--- src/rtl/wcrc_pkg.sv ---
// Shared types, constants and the CRC-8 byte step for the word CRC-8 deframer.
package wcrc_pkg;

   localparam logic [7:0] CRC_INIT = 8'hFF;
   localparam logic [7:0] CRC_POLY = 8'h31;
   localparam logic [7:0] CRC_TOP  = 8'h80;

   // byte position within a three-byte group
   typedef enum logic [1:0] {
      PHASE_HIGH  = 2'd0,
      PHASE_LOW   = 2'd1,
      PHASE_CHECK = 2'd2
   } wcrc_phase_type;

   typedef struct packed {
      logic [7:0] rx_byte;
      logic       frame_start;
      logic       frame_end;
   } wcrc_item_type;

   typedef struct packed {
      logic [15:0] data_word;
      logic        word_crc_ok;
      logic        frame_good;
      logic        last_word;
   } wcrc_result_type;

   // One unrolled CRC-8 byte update, MSB first.
   function automatic logic [7:0] crc_byte(input logic [7:0] crc, input logic [7:0] b);
      logic [7:0] c;
      c = crc ^ b;
      for (int k = 0; k < 8; k++) begin
         if ((c & CRC_TOP) != 8'h00) begin
            c = {c[6:0], 1'b0} ^ CRC_POLY;
         end else begin
            c = {c[6:0], 1'b0};
         end
      end
      return c;
   endfunction

endpackage

--- src/rtl/wcrc_in_stage.sv ---
// Input register stage: captures one transaction and holds it until the core consumes it.
module wcrc_in_stage
   import wcrc_pkg::*;
(
   input  logic          clock,
   input  logic          reset,
   input  logic          req_valid,
   output logic          req_ready,
   input  wcrc_item_type req_item,
   output logic          item_valid,
   output wcrc_item_type item,
   input  logic          item_consume
);

   logic          valid_ff, valid_in;
   wcrc_item_type item_ff;
   logic          take;

   // accept when empty or when the held item leaves this cycle
   assign req_ready = !valid_ff || item_consume;
   assign take      = req_valid && req_ready;

   always_comb begin
      valid_in = valid_ff;
      if (take) begin
         valid_in = 1'b1;
      end else if (item_consume) begin
         valid_in = 1'b0;
      end
   end

   always_ff @(posedge clock) begin
      if (reset) begin
         valid_ff <= 1'b0;
      end else begin
         valid_ff <= valid_in;
      end
   end

   // load payload on accept
   always_ff @(posedge clock) begin
      if (take) begin
         item_ff <= req_item;
      end
   end

   assign item_valid = valid_ff;
   assign item       = item_ff;

endmodule

--- src/rtl/wcrc_frame_core.sv ---
// Frame state and CRC check: turns one held byte into at most one result.
module wcrc_frame_core
   import wcrc_pkg::*;
(
   input  logic            clock,
   input  logic            reset,
   input  logic            item_valid,
   input  wcrc_item_type   item,
   output logic            item_consume,
   input  logic            res_space,
   output logic            res_valid,
   output wcrc_result_type res
);

   wcrc_phase_type phase_ff, phase_in;
   logic [7:0]     crc_ff, crc_in;
   logic [7:0]     high_ff, high_in;
   logic [7:0]     low_ff, low_in;
   logic           err_ff, err_in;

   wcrc_phase_type phase_eff;
   logic [7:0]     crc_eff;
   logic           err_eff;
   logic           emit;
   logic           ok;

   // apply frame start before the byte is taken
   always_comb begin
      phase_eff = item.frame_start ? PHASE_HIGH : phase_ff;
      crc_eff   = item.frame_start ? CRC_INIT : crc_ff;
      err_eff   = item.frame_start ? 1'b0 : err_ff;
   end

   assign ok = (item.rx_byte == crc_eff);

   // next state for the held byte
   always_comb begin
      phase_in = phase_eff;
      crc_in   = crc_eff;
      err_in   = err_eff;
      high_in  = high_ff;
      low_in   = low_ff;
      case (phase_eff)
         PHASE_CHECK: begin
            phase_in = PHASE_HIGH;
            crc_in   = CRC_INIT;
            err_in   = item.frame_end ? 1'b0 : (err_eff || !ok);
         end
         PHASE_LOW: begin
            low_in   = item.rx_byte;
            crc_in   = crc_byte(crc_eff, item.rx_byte);
            phase_in = PHASE_CHECK;
         end
         default: begin
            high_in  = item.rx_byte;
            crc_in   = crc_byte(CRC_INIT, item.rx_byte);
            phase_in = PHASE_LOW;
         end
      endcase
      // clear the frame after a partial group
      if (item.frame_end && phase_eff != PHASE_CHECK) begin
         phase_in = PHASE_HIGH;
         crc_in   = CRC_INIT;
         err_in   = 1'b0;
      end
   end

   // result for the held byte
   always_comb begin
      emit = 1'b0;
      res  = '0;
      case (phase_eff)
         PHASE_CHECK: begin
            emit            = 1'b1;
            res.data_word   = {high_ff, low_ff};
            res.word_crc_ok = ok;
            res.frame_good  = ok && !err_eff;
            res.last_word   = item.frame_end;
         end
         default: begin
            // close a partial group
            if (item.frame_end) begin
               emit          = 1'b1;
               res.last_word = 1'b1;
            end
         end
      endcase
   end

   // consume unless a result is due and the output stage is full
   assign item_consume = item_valid && (!emit || res_space);
   assign res_valid    = item_valid && emit;

   always_ff @(posedge clock) begin
      if (reset) begin
         phase_ff <= PHASE_HIGH;
         crc_ff   <= CRC_INIT;
         high_ff  <= 8'h00;
         low_ff   <= 8'h00;
         err_ff   <= 1'b0;
      end else if (item_consume) begin
         phase_ff <= phase_in;
         crc_ff   <= crc_in;
         high_ff  <= high_in;
         low_ff   <= low_in;
         err_ff   <= err_in;
      end
   end

endmodule

--- src/rtl/wcrc_out_stage.sv ---
// Result register stage: holds one result transaction until the receiver takes it.
module wcrc_out_stage
   import wcrc_pkg::*;
(
   input  logic            clock,
   input  logic            reset,
   input  logic            res_load,
   input  wcrc_result_type res,
   output logic            res_space,
   output logic            rsp_valid,
   input  logic            rsp_ready,
   output wcrc_result_type rsp_res
);

   logic            valid_ff, valid_in;
   wcrc_result_type res_ff;

   // room when empty or when the held result leaves this cycle
   assign res_space = !valid_ff || rsp_ready;

   always_comb begin
      valid_in = valid_ff;
      if (res_load) begin
         valid_in = 1'b1;
      end else if (rsp_ready) begin
         valid_in = 1'b0;
      end
   end

   always_ff @(posedge clock) begin
      if (reset) begin
         valid_ff <= 1'b0;
      end else begin
         valid_ff <= valid_in;
      end
   end

   always_ff @(posedge clock) begin
      if (res_load) begin
         res_ff <= res;
      end
   end

   assign rsp_valid = valid_ff;
   assign rsp_res   = res_ff;

endmodule

--- src/rtl/word_crc8_deframer_unit.sv ---
// Top level of the word CRC-8 deframer: input stage, frame core and result stage.
//
// Usage:
//   Send received response bytes on the req_ channel (valid/ready), one byte per
//   transaction, with req_frame_start on the first byte of a frame and
//   req_frame_end on its last. Every third byte of a group yields one rsp_
//   transaction carrying the big-endian word, its CRC-8 match flag and the
//   sticky frame-good flag; a frame that ends inside a group yields one closing
//   transaction with word and flags zero and rsp_last_word high.
//   Path: a check byte lands in the input register at acceptance, and its
//   result is loaded into the result register as the frame core retires the
//   byte; while the result register is full, the byte waits in the input register.
//   Throughput: one byte per cycle while no result meets a full result register;
//   the CRC byte step is unrolled logic between the input register and the core CRC register.
//   Reset: synchronous, active high; both stages empty, group phase zero, CRC
//   at its initial value, error flag clear.
//   Stall: while rsp_ready is low the result register holds; bytes that give no
//   result still pass, and req_ready drops only when a byte needing a result
//   meets a full result register.
module word_crc8_deframer_unit
   import wcrc_pkg::*;
(
   input  logic        clock,
   input  logic        reset,
   input  logic        req_valid,
   output logic        req_ready,
   input  logic [7:0]  req_rx_byte,
   input  logic        req_frame_start,
   input  logic        req_frame_end,
   output logic        rsp_valid,
   input  logic        rsp_ready,
   output logic [15:0] rsp_data_word,
   output logic        rsp_word_crc_ok,
   output logic        rsp_frame_good,
   output logic        rsp_last_word
);

   wcrc_item_type   req_item;
   wcrc_item_type   item;
   logic            item_valid;
   logic            item_consume;
   logic            res_space;
   logic            res_valid;
   wcrc_result_type res;
   wcrc_result_type rsp_res;

   always_comb begin
      req_item.rx_byte     = req_rx_byte;
      req_item.frame_start = req_frame_start;
      req_item.frame_end   = req_frame_end;
   end

   wcrc_in_stage u_in_stage (
      .clock        (clock),
      .reset        (reset),
      .req_valid    (req_valid),
      .req_ready    (req_ready),
      .req_item     (req_item),
      .item_valid   (item_valid),
      .item         (item),
      .item_consume (item_consume)
   );

   wcrc_frame_core u_frame_core (
      .clock        (clock),
      .reset        (reset),
      .item_valid   (item_valid),
      .item         (item),
      .item_consume (item_consume),
      .res_space    (res_space),
      .res_valid    (res_valid),
      .res          (res)
   );

   // load a result only when the core actually retires its byte
   wcrc_out_stage u_out_stage (
      .clock     (clock),
      .reset     (reset),
      .res_load  (res_valid && item_consume),
      .res       (res),
      .res_space (res_space),
      .rsp_valid (rsp_valid),
      .rsp_ready (rsp_ready),
      .rsp_res   (rsp_res)
   );

   assign rsp_data_word   = rsp_res.data_word;
   assign rsp_word_crc_ok = rsp_res.word_crc_ok;
   assign rsp_frame_good  = rsp_res.frame_good;
   assign rsp_last_word   = rsp_res.last_word;

endmodule

--- config.mk ---
export PLATFORM = sky130hd
export DESIGN_NAME = word_crc8_deframer_unit
export DESIGN_NICKNAME = d
export VERILOG_FILES = /design/src/rtl/wcrc_pkg.sv /design/src/rtl/wcrc_in_stage.sv /design/src/rtl/wcrc_frame_core.sv /design/src/rtl/wcrc_out_stage.sv /design/src/rtl/word_crc8_deframer_unit.sv
export SDC_FILE = /design/constraint.sdc
export NUM_CORES = 1
export LEC_CHECK = 0
export BUFFER_PORTS_ARGS = -buffer_cell sky130_fd_sc_hd__buf_2
export CORE_ASPECT_RATIO = 1.4
export CORE_UTILIZATION = 40
export DETAILED_ROUTE_END_ITERATION = 10
export PLACE_DENSITY = 0.55
export SYNTH_ARGS = -nofsm -noshare
export SYNTH_HDL_FRONTEND = slang
export SYNTH_SLANG_ARGS = --single-unit
export TNS_END_PERCENT = 30
--- constraint.sdc ---
create_clock -name clock -period 4.82 [get_ports clock]
set_input_delay 0.482 -clock clock [delete_from_list [all_inputs] [get_ports clock]]
set_output_delay 0.482 -clock clock [all_outputs]
set_load 0.005 [all_outputs]
==> impl_metrics.ini <==
[timing]
period_needed_ps = 2970
rsz0062_at_grt = no
timing.fmax_mhz = 337
period_share_pct = 61.6
setup_tns_ps = 0
fin_worst_skew_ps = 8.58
slew_viol_final = 0
final-hold-violation-count = 0
setup_viol = 0
worst_slew_pin_slew_ps = 1050
maxSlewHeadroom_pct = 28.0

[yosys]
syn-num-nets = 308
yosysWarningCount = 0
synth.cell_area_sq_um = 3040
synth_edf_count = 29
yosysUniqueCellTypes = 51
synthCells = 291
synthArstFlopShare_pct = 0
ys_dominant_reg_cell = edfxtp_1
synth-seq-cells = 58
ys_seq_area_share_pct = 47.8
synth_area_per_cell_sq_um = 10.4

[worst_setup_path]
start_kind = flop
cp_max_fo = 27
crit_required_ps = 4340
end_kind = primary output
rr_startpoint = u_in_stage.item[1]$_DFFE_PP_
arrival_ps = 2490
reg2reg_depth = 9
worstSetupPathType = flop to primary output
regToRegSetupSlack_ps = 1940
r2r_end = u_frame_core.low_ff[1]$_SDFFE_PP0P_

[hold_path]
hold_end = u_in_stage.item[9]$_DFFE_PP_
hold_start = req_rx_byte[7]
whs_path_depth = 1
hold_path_class = input pin to flop

[floorplan]
start_util_pct = 41.3
core_area_sq_um = 7360
die_area_sq_um = 7960
rows = 37
die_w_microns = 75.7
die_y_microns = 105
ios = 35

[final_layout]
fillerInstances = 684
nets = 334
multiInputGateArea_sq_um = 1460
final_common_cell = buf_2
syn_to_final_growth_pct = 13.4
layout.cells.non_filler = 419
regArea_sq_um = 1450
antenna_cells = 0
drive_gt1_share_pct = 19.6
most-common-layout-cells = 34 x buf_2, 31 x nor2_1, 29 x dfxtp_1, 29 x edfxtp_1, 18 x and2_1

[place]
gp_congestion = 0.865
place_inst = 403
place_hpwl_microns = 4320
port-buffer-count = 34

[route]
post_drt_wl_per_cell_microns = 14.7
viasPerCell = 5.22
ant_nets = 0
drc = 0
dr.pass1.iters = 4
via_count = 2187
wirelength_microns = 6170
initialDrtViolationCount = 87

[power]
ir_drop_mv = 0.184
powerDensity_nw_per_um2 = 334
finalPower_w = 0.00115
p_leak_nw = 1.43

[clocking]
htreeDepth = 3
clkLatencyLatePin_ps = 340
cts_root_buf = clkbuf_8
cts.clk_slew.worst_paths_ps = 70
cts-resized-gates = 0
cts_buffers = 9
cts.sinks = 58
cts_hold_buf = 0
cts_tree = done
post-cts-setup-buffer-count = 0
cts.path.max_buffers = 2

[global_routing]
antenna_found_initial = 0
grt_pass1_vias = 2101
grt_max_degree = 36
overflow = 0
grtUsageTotal_pct = 17.6
grt_pass1_wl_microns = 10300

[status]
outcome = finished, final reports clean

[run]
maxCapViolations = 0
report_power, final:
group	switching, W	leakage, nW	total, W	internal, W
registers	0.0000262	0.511	0.000562	0.000535
logic	0.0000709	0.816	0.000139	0.0000678
clock network	0.000208	0.0998	0.000450	0.000242
total	0.000305	1.43	0.00115	0.000845
worst max-delay path, cell delays in order (launching register included):
cell and delay, ps:
edfxtp_1 360, buf_4 220, nand2b_1 210, inv_1 70
ha_1 560, o21ai_0 250, or2_2 340, buf_2 130
logic make-up after synthesis:
group / Yosys count / synth area share, %
adder cells (fa/ha/maj): 3 / 1.24
XOR/XNOR: 30 / 11.2
AND/OR/NAND/NOR: 102 / 17.9
AO/OA/AOI/OAI: 52 / 11.7
multiplexers: 18 / 6.01
flip-flops: 58 / 47.8
buffers and inverters: 28 / 4.16
state kept, by name (all words and copies together) (netlist names), 2 cells and up:
register               cells
u_out_stage.rsp_res       19
u_frame_core.crc_ff        8
u_frame_core.phase_ff      2
u_in_stage.item           10
u_frame_core.low_ff        8
u_frame_core.high_ff       8
per-stage QoR:
step | setup slack, ps | util, % | area (sq um) | hold WS (ps)
after floorplan | 1870 | - | 3040 | 432
after global placement | 2020 | 44.1 | 3250 | 450
after detailed placement | 1930 | 44.1 | 3250 | 452
after CTS | 1810 | 46.8 | 3450 | 295
after global routing | 1650 | 46.8 | 3450 | 297
final | 1850 | 46.8 | 3450 | 313
per-layer routing:
metal  global-route usage [%]  up-vias  routed length [microns]
li1                         -     1087                        -
met5                        0        -                        0
met4                     8.07        0                      145
met2                     28.7       76                     3150
met1                     21.2     1012                     2590
met3                     4.63       12                      279
synthesized netlist by cell type, drive strengths merged, types with 2 or more instances:
library cell	instances	area (sq um)
xnor2	17	156
o211ai	2	15.0
xnor3	5	113
buf	10	57.6
nor3	3	15.0
nor2	31	116
a31oi	5	31.3
and3	2	12.5
a211oi	2	20.0
nor4	2	12.5
clkbuf	11	42.5
edfxtp	29	871
nand2b	5	31.3
mux2	2	22.5
a21oi	12	60.1
mux2i	16	160
and2	20	130
o21bai	4	30.0
nor2b	3	18.8
o22ai	4	25.0
o41ai	2	17.5
ha	3	37.5
a2bb2oi	2	17.5
nand4	4	25.0
or3	9	66.3
nand3	5	25.0
dfxtp	29	581
o21ai	10	50.1
xor2	8	70.1
o21a	2	15.0
inv	7	26.3
nand2	12	45.0
cell type report:
type                            count  area share [%]
Clock buffer                        9            3.59
Clock inverter                      7            2.25
Inverter                            7           0.762
Multi-Input combinational cell    205            42.4
Sequential cell                    58            42.1
Tap cell                           97            3.52
Timing Repair Buffer               36            5.37
worst max-delay path by stage:
stage                                      start                                    to
global placement    u_in_stage.item[1]$_DFFE_PP_  u_frame_core.high_ff[2]$_SDFFE_PP0P_
floorplan           u_in_stage.item[1]$_DFFE_PP_      u_out_stage.rsp_res[0]$_DFFE_PP_
finish              u_in_stage.item[1]$_DFFE_PP_                             req_ready
global route        u_in_stage.item[1]$_DFFE_PP_   u_frame_core.low_ff[1]$_SDFFE_PP0P_
CTS                 u_in_stage.item[1]$_DFFE_PP_                             req_ready
detailed placement  u_in_stage.item[1]$_DFFE_PP_  u_frame_core.high_ff[4]$_SDFFE_PP0P_
Note: power is estimated with default switching activity, not from simulation.
